**config.mk**
```make
export PLATFORM = sky130hd
export DESIGN_NAME = rti_point
export DESIGN_NICKNAME = d
export VERILOG_FILES = /design/src/rtl/core/ray_triangle_intersect_defines.svh /design/src/rtl/core/rti_pkg.sv /design/src/rtl/core/rti_point.sv
export SDC_FILE = /design/constraint.sdc
export NUM_CORES = 2
export LEC_CHECK = 0
export BUFFER_PORTS_ARGS = -buffer_cell sky130_fd_sc_hd__buf_2
export CAP_MARGIN = 20
export CORE_MARGIN = 5
export CORE_UTILIZATION = 40
export CTS_BUF_LIST = sky130_fd_sc_hd__clkbuf_4 sky130_fd_sc_hd__clkbuf_8 sky130_fd_sc_hd__clkbuf_16
export CTS_CLUSTER_DIAMETER = 50
export DETAILED_ROUTE_END_ITERATION = 12
export GPL_TIMING_DRIVEN = 0
export PLACE_DENSITY = 0.64
export SYNTH_ARGS = -nofsm -noshare
export SYNTH_HDL_FRONTEND = slang
export SYNTH_SLANG_ARGS = --single-unit
```
**constraint.sdc**
```tcl
create_clock -name clock -period 24.3 [get_ports clock]
set_input_delay 7.29 -clock clock [delete_from_list [all_inputs] [get_ports clock]]
set_output_delay 7.29 -clock clock [all_outputs]
set_load 0.03 [all_outputs]
```
**src/rtl/core/ray_triangle_intersect_defines.svh**
```systemverilog
// Assertion macros for the ray / triangle block.
`ifndef RAY_TRIANGLE_INTERSECT_DEFINES_SVH
`define RAY_TRIANGLE_INTERSECT_DEFINES_SVH
`ifndef SYNTHESIS
`define RTI_ASSERT_IMP(name, clk, rst, ante, cons) \
   name: assert property (@(posedge clk) disable iff (rst) (ante) |-> (cons)) \
      else $error("rti: implication check failed");
`define RTI_ASSERT_NXT(name, clk, rst, ante, cons) \
   name: assert property (@(posedge clk) disable iff (rst) (ante) |=> (cons)) \
      else $error("rti: next-cycle check failed");
`else
`define RTI_ASSERT_IMP(name, clk, rst, ante, cons)
`define RTI_ASSERT_NXT(name, clk, rst, ante, cons)
`endif
`endif

```
**src/rtl/core/rti_pkg.sv**
```systemverilog
`timescale 1ns / 1ps
`default_nettype none
package rti_pkg;
   localparam int CW   = 20;
   localparam int FW   = 12;
   localparam int DW   = 24;
   localparam int EW   = CW + 1;
   localparam int XW   = 2 * EW;
   localparam int HW   = XW / 2;
   localparam int LW   = XW + 1;
   localparam int PW   = 64;
   localparam int TW   = 40;
   localparam int VW   = 3 * CW;
   localparam int RW   = DW - FW;
   localparam int MW   = DW + 1 + CW;
   localparam int IDW  = 6 * CW + 2 * DW;
   localparam int ODW  = ((DW + 3 * CW + 7) / 8) * 8;
   localparam int PADW = ODW - (DW + 3 * CW);
   localparam int AW   = 5;
   localparam int BW   = 64;

   localparam int NXT1 [3] = '{1, 2, 0};
   localparam int NXT2 [3] = '{2, 0, 1};

   typedef logic signed [CW-1:0] coord_type;
   typedef logic signed [EW-1:0] edge_type;
   typedef logic signed [XW-1:0] cross_type;
   typedef logic signed [LW-1:0] lo_type;
   typedef logic signed [PW-1:0] wide_type;
   typedef logic signed [MW-1:0] mul_type;
   typedef logic [DW-1:0]        dist_type;

   localparam coord_type CMAX = {1'b0, {(CW-1){1'b1}}};
   localparam coord_type CMIN = {1'b1, {(CW-1){1'b0}}};

   typedef enum logic [1:0] {
      REG_VERTEX_ZERO,
      REG_VERTEX_ONE,
      REG_VERTEX_TWO,
      REG_THRESHOLD
   } reg_idx_type;

   typedef struct {
      coord_type org [3];
      coord_type dir [3];
      dist_type  near_lim;
      dist_type  far_lim;
   } ray_type;

   typedef struct {
      ray_type   ray;
      edge_type  e1 [3];
      edge_type  e2 [3];
      edge_type  s  [3];
      cross_type h  [3];
      cross_type q  [3];
   } geom_type;

   typedef struct {
      logic          miss;
      logic [PW-1:0] ad;
      logic [PW-1:0] rem;
      logic [RW-1:0] tlow;
      ray_type       ray;
   } seed_type;

   typedef struct {
      logic     miss;
      dist_type traw;
      ray_type  ray;
   } quot_type;

   typedef struct packed {
      coord_type pz;
      coord_type py;
      coord_type px;
      dist_type  hit_dist;
      logic      is_hit;
   } result_type;

   function automatic edge_type vcoord(input logic [VW-1:0] v, input int k);
      coord_type c;
      c = coord_type'(v[k*CW +: CW]);
      return edge_type'(c);
   endfunction
endpackage
`default_nettype wire

```
**src/rtl/core/rti_point.sv**
```systemverilog
`timescale 1ns / 1ps
`default_nettype none
module rti_point (
   input  logic                clock,
   input  logic                reset,
   input  logic                adv,
   input  logic                in_valid,
   input  rti_pkg::quot_type   in_quot,
   output logic                out_valid,
   output rti_pkg::result_type out_res
);
   logic                valid_ff;
   logic                miss_in, miss_ff;
   rti_pkg::dist_type   traw_ff;
   rti_pkg::coord_type  org_ff [3];
   rti_pkg::mul_type    prod_in [3], prod_ff [3];
   rti_pkg::coord_type  pt [3];

   always_comb begin
      miss_in = in_quot.miss
              | (in_quot.traw == '0)
              | (in_quot.traw < in_quot.ray.near_lim)
              | (in_quot.traw > in_quot.ray.far_lim);
      for (int k = 0; k < 3; k++) begin
         prod_in[k] = rti_pkg::mul_type'($signed({1'b0, in_quot.traw}) * in_quot.ray.dir[k]);
      end
   end

   // t*dir truncated toward zero, then saturating add
   always_comb begin
      rti_pkg::mul_type mag, step, sum;
      for (int k = 0; k < 3; k++) begin
         mag  = prod_ff[k][rti_pkg::MW-1] ? -prod_ff[k] : prod_ff[k];
         step = rti_pkg::mul_type'($unsigned(mag) >> rti_pkg::FW);
         if (prod_ff[k][rti_pkg::MW-1]) begin
            step = -step;
         end
         sum = rti_pkg::mul_type'(org_ff[k]) + step;
         if (sum > rti_pkg::mul_type'(rti_pkg::CMAX)) begin
            pt[k] = rti_pkg::CMAX;
         end else if (sum < rti_pkg::mul_type'(rti_pkg::CMIN)) begin
            pt[k] = rti_pkg::CMIN;
         end else begin
            pt[k] = sum[rti_pkg::CW-1:0];
         end
      end
   end

   always_ff @(posedge clock) begin
      if (reset) begin
         valid_ff <= 1'b0;
      end else if (adv) begin
         valid_ff <= in_valid;
      end
   end

   always_ff @(posedge clock) begin
      if (adv) begin
         miss_ff <= miss_in;
         traw_ff <= in_quot.traw;
         org_ff  <= in_quot.ray.org;
         prod_ff <= prod_in;
      end
   end

   assign out_valid        = valid_ff;
   assign out_res.is_hit   = !miss_ff;
   assign out_res.hit_dist = miss_ff ? '0 : traw_ff;
   assign out_res.px       = miss_ff ? '0 : pt[0];
   assign out_res.py       = miss_ff ? '0 : pt[1];
   assign out_res.pz       = miss_ff ? '0 : pt[2];
endmodule
`default_nettype wire
```
==> results.txt <==
----------------------------------------------------
[Detailed routing]
  Count of TritonRoute iterations in the first routing pass ... 7
  Routed len/inst ... between 20 and 25 um
  Overall routed net length ... 252,000 um
  First-iteration detailed-routing DRC count ... 5,375
  Final ANT Viol Nets ... 0
  Remaining routing DRC violations ... 0
  Number of vias per cell after detailed routing ... 5.57
  Total vias in the final route ... a little under 60,000

[Timing]
  Minimum clock period after layout ... 16.95 ns
  Setup clock skew after layout ... 0 ns
  Hold violation total from the final report ... 0
  Worst-Margin Slew ... around 1.4 ns
  Setup TNS Final ... 0 ns
  Headroom to the max-slew limit ... 6.95%
  Max-slew violation count ... 0
  Endpoints failing setup ... 0
  Final Cycle Share ... 69.7%
  Peak Freq ... 59.0 MHz
  Setup repair after global routing missed its margin ... false

[Clock tree]
  Clock latency of the later-clocked register in the worst-skew pair ... 0.65 ns
  Clock tree root driver cell ... sky130_fd_sc_hd__clkbuf_16
  Post-CTS Setup Bufs ... 0
  Clock tree from TritonCTS ... built
  Hold buffer count at CTS ... 0
  Number of instances resized during post-cts repair ... 0
  Clock transition at the register clock pins on the worst setup and hold paths after CTS ... 0.06 ns
  Number of H-tree levels ... 2
  Clk sinks ... between 200 and 250
  Buffers from clock root to sink, at most ... 3
  CTS buffer count ... 41

[Setup path]
  Logic depth of the worst register-to-register path ... 2
  Crit path kind ... reg2out
  Capture instance of the worst register-to-register path ... out_valid
  Startpoint of the worst-slack reg-to-reg timing path ... out_valid
  Endpoint arrival time on the critical path ... 9.66 ns
  Nature of the critical path endpoint ... primary output
  CP startpoint kind ... register
  Highest net fanout along the worst path ... 10
  Register-to-register path setup slack ... 23.71 ns
  Required time of the critical path ... 17.01 ns

[Logic synthesis]
  Syn_area_per_cell ... between 8 and 9 um^2
  Prevailing post-synth register cell ... sky130_fd_sc_hd__edfxtp_1
  Share of Yosys cell area claimed by the top area cell type ... 34.3%
  Cells after synthesis ... 7,881
  Synth area leader ... sky130_fd_sc_hd__fa_1
  Count of different cell masters after synthesis ... 98
  Most frequent cells after synthesis ... sky130_fd_sc_hd__inv_1, sky130_fd_sc_hd__fa_1, sky130_fd_sc_hd__nand2_1
  Share of synthesized flip-flops with an asynchronous set or reset ... 0%
  Number of warning messages in the yosys log ... 0
  Number of register bits inferred by synthesis ... about 220
  EDFF count, synth ... 220
  Top cells by area in the synthesized netlist ... sky130_fd_sc_hd__fa_1, sky130_fd_sc_hd__ha_1, sky130_fd_sc_hd__edfxtp_1
  Combined area of all synthesized cells ... 0.0690 mm^2
  Syn Nets ... around 10,000
  Count leader, synth ... sky130_fd_sc_hd__inv_1
  Seq/Total Area, Yosys ... between 9 and 10%

[Run status]
  Outcome ... completed

[Cells and area]
  Share of post-route cells with drive strength above 1 ... 6.12%
  Fillers ... 16,935
  Multi-input gate area in the final layout ... 0.0558 mm^2
  Final nets ... roughly 10,000
  FF+latch area ... 0.00663 mm^2
  Syn-to-layout area delta ... 9.75%
  Final core area utilization ... 44.2%

[GRT]
  Via count of the first global-routing pass ... around 60,000
  Global router's overall resource usage ... approximately 28%
  Antenna violations before repair ... between 60 and 70
  Largest net degree at the start of global routing ... 115
  Wire length of the first global-routing pass ... 377,000 um
  Global route overflow ... 0

[Min path]
  Worst hold path stage count ... 2
  Source of the worst hold timing path ... out_valid
  HP Class ... reg2reg
  Worst Hold Endpoint ... out_valid

[Run]
  Number of max-capacitance violations reported ... 0

[Floorplan]
  Initial core utilization ... 40.2%
  Core box area ... about 0.17 mm^2
  Chip width ... 425 um
  Ports placed on the boundary ... 283
  Die outline height ... about 430 um
  Full die area ... 0.181 mm^2
  # rows ... 152

[Placement]
  # port buffers ... 282
  Placer congestion estimate ... approximately 1.0
  Sum of net half-perimeters after detailed placement ... between 200,000 and 250,000 um

----------------------------------------------------
[critical path, stage by stage, from the launching register on]
cell and delay [ns]:
sky130_fd_sc_hd__edfxtp_1 0.52, sky130_fd_sc_hd__clkbuf_1 0.44, sky130_fd_sc_hd__clkbuf_1 0.47, sky130_fd_sc_hd__buf_1 0.40
sky130_fd_sc_hd__o21ai_0 0.19, sky130_fd_sc_hd__xor2_1 0.19, sky130_fd_sc_hd__ha_1 0.26, sky130_fd_sc_hd__o311ai_1 0.32
sky130_fd_sc_hd__a2111oi_4 0.79, sky130_fd_sc_hd__and3_1 0.24, sky130_fd_sc_hd__o21ai_0 0.09, sky130_fd_sc_hd__xnor2_1 0.29
sky130_fd_sc_hd__ha_1 0.29, sky130_fd_sc_hd__clkbuf_1 0.22, sky130_fd_sc_hd__a21oi_1 0.28, sky130_fd_sc_hd__o21ai_0 0.17
sky130_fd_sc_hd__a211oi_1 0.59, sky130_fd_sc_hd__a2111oi_1 0.30, sky130_fd_sc_hd__o311ai_0 0.92, sky130_fd_sc_hd__a21o_1 0.23
sky130_fd_sc_hd__o2111ai_1 0.09, sky130_fd_sc_hd__or4_1 0.42, sky130_fd_sc_hd__nor4_1 0.32, sky130_fd_sc_hd__nor2_2 0.17
sky130_fd_sc_hd__buf_2 0.21, sky130_fd_sc_hd__o31ai_1 0.31, sky130_fd_sc_hd__buf_2 0.26
[stage by stage]
step | cell area [um^2] | hold slack, ns | setup WS, ns | cells
3_5_place_dp | 73900 | 0.510 | 7.80 | 10507
3_3_place_gp | 73300 | 0.468 | 7.41 | 10473
4_1_cts | 75400 | 0.529 | 7.08 | 10583
5_1_grt | 75700 | 0.550 | 6.59 | 10626
6_report | 75700 | 0.523 | 7.35 | 10643
2_1_floorplan | 69000 | 0.630 | 9.58 | 7881
[layer usage]
metal	vias to the layer above	track usage (%)	part of all wire, %
li1	26116	-	-
met1	29390	35.4	39
met2	3067	42.8	44
met3	728	7.93	11
met4	22	14.5	6.4
met5	-	1.05	0.15
[logic make-up after synthesis]
kind of cell	share of synthesized area, %
mux	0.444
simple gates	18.5
xor+xnor	4.32
flops	9.60
fa+ha+maj	47.5
buf+inv	9.49
compound gates	10.1
[how the worst max path moves through the flow]
stage,from,endpoint,slack (ns),depth (start not counted)
after floorplan,prod_ff[109],out_res[28],9.58,23
after global placement,prod_ff[3],out_res[72],7.41,28
after detailed placement,in_quot[177],prod_ff[130],7.80,28
after CTS,prod_ff[3],out_res[81],7.08,28
after global routing,prod_ff[3],out_res[73],6.59,29
final,prod_ff[134],out_res[38],7.35,26
[flip-flops by register name, indices dropped and copies added (netlist names)]
register	flops
out_valid	1
org_ff	60
miss_ff	1
prod_ff	135
traw_ff	24
[cell type report]
cell class / count / area share (%)
timing repair buffer: 334 / 2.98
multi-input combinational: 5924 / 73.7
tap: 2310 / 3.82
sequential: 221 / 8.75
antenna: 42 / 0.139
buffer: 386 / 1.96
clock inverter: 33 / 0.562
clock buffer: 43 / 1.37
inverter: 1350 / 6.69
[placed cells by master (no fill, tap or decap), drive strengths merged, types with 19 or more instances in the layout]
cell       n
a211oi    43
a21boi    22
a21o     125
a21oi    280
a31oi     39
a41oi     25
and2     514
and3      54
and4      20
buf      346
clkbuf   417
diode     42
edfxtp   220
fa      1182
ha       731
inv     1361
mux2i     19
nand2   1158
nand2b   112
nand3    136
nand4     73
nor2     204
nor2b     51
nor3      92
nor4      43
o211ai    38
o21a      47
o21ai    218
o21bai    30
o31ai     32
or2       26
or3       35
or4       24
xnor2    223
xor2     113
Power is not shown: default switching activity piles up to over one toggle a cycle in this logic, so the estimate is an artifact.
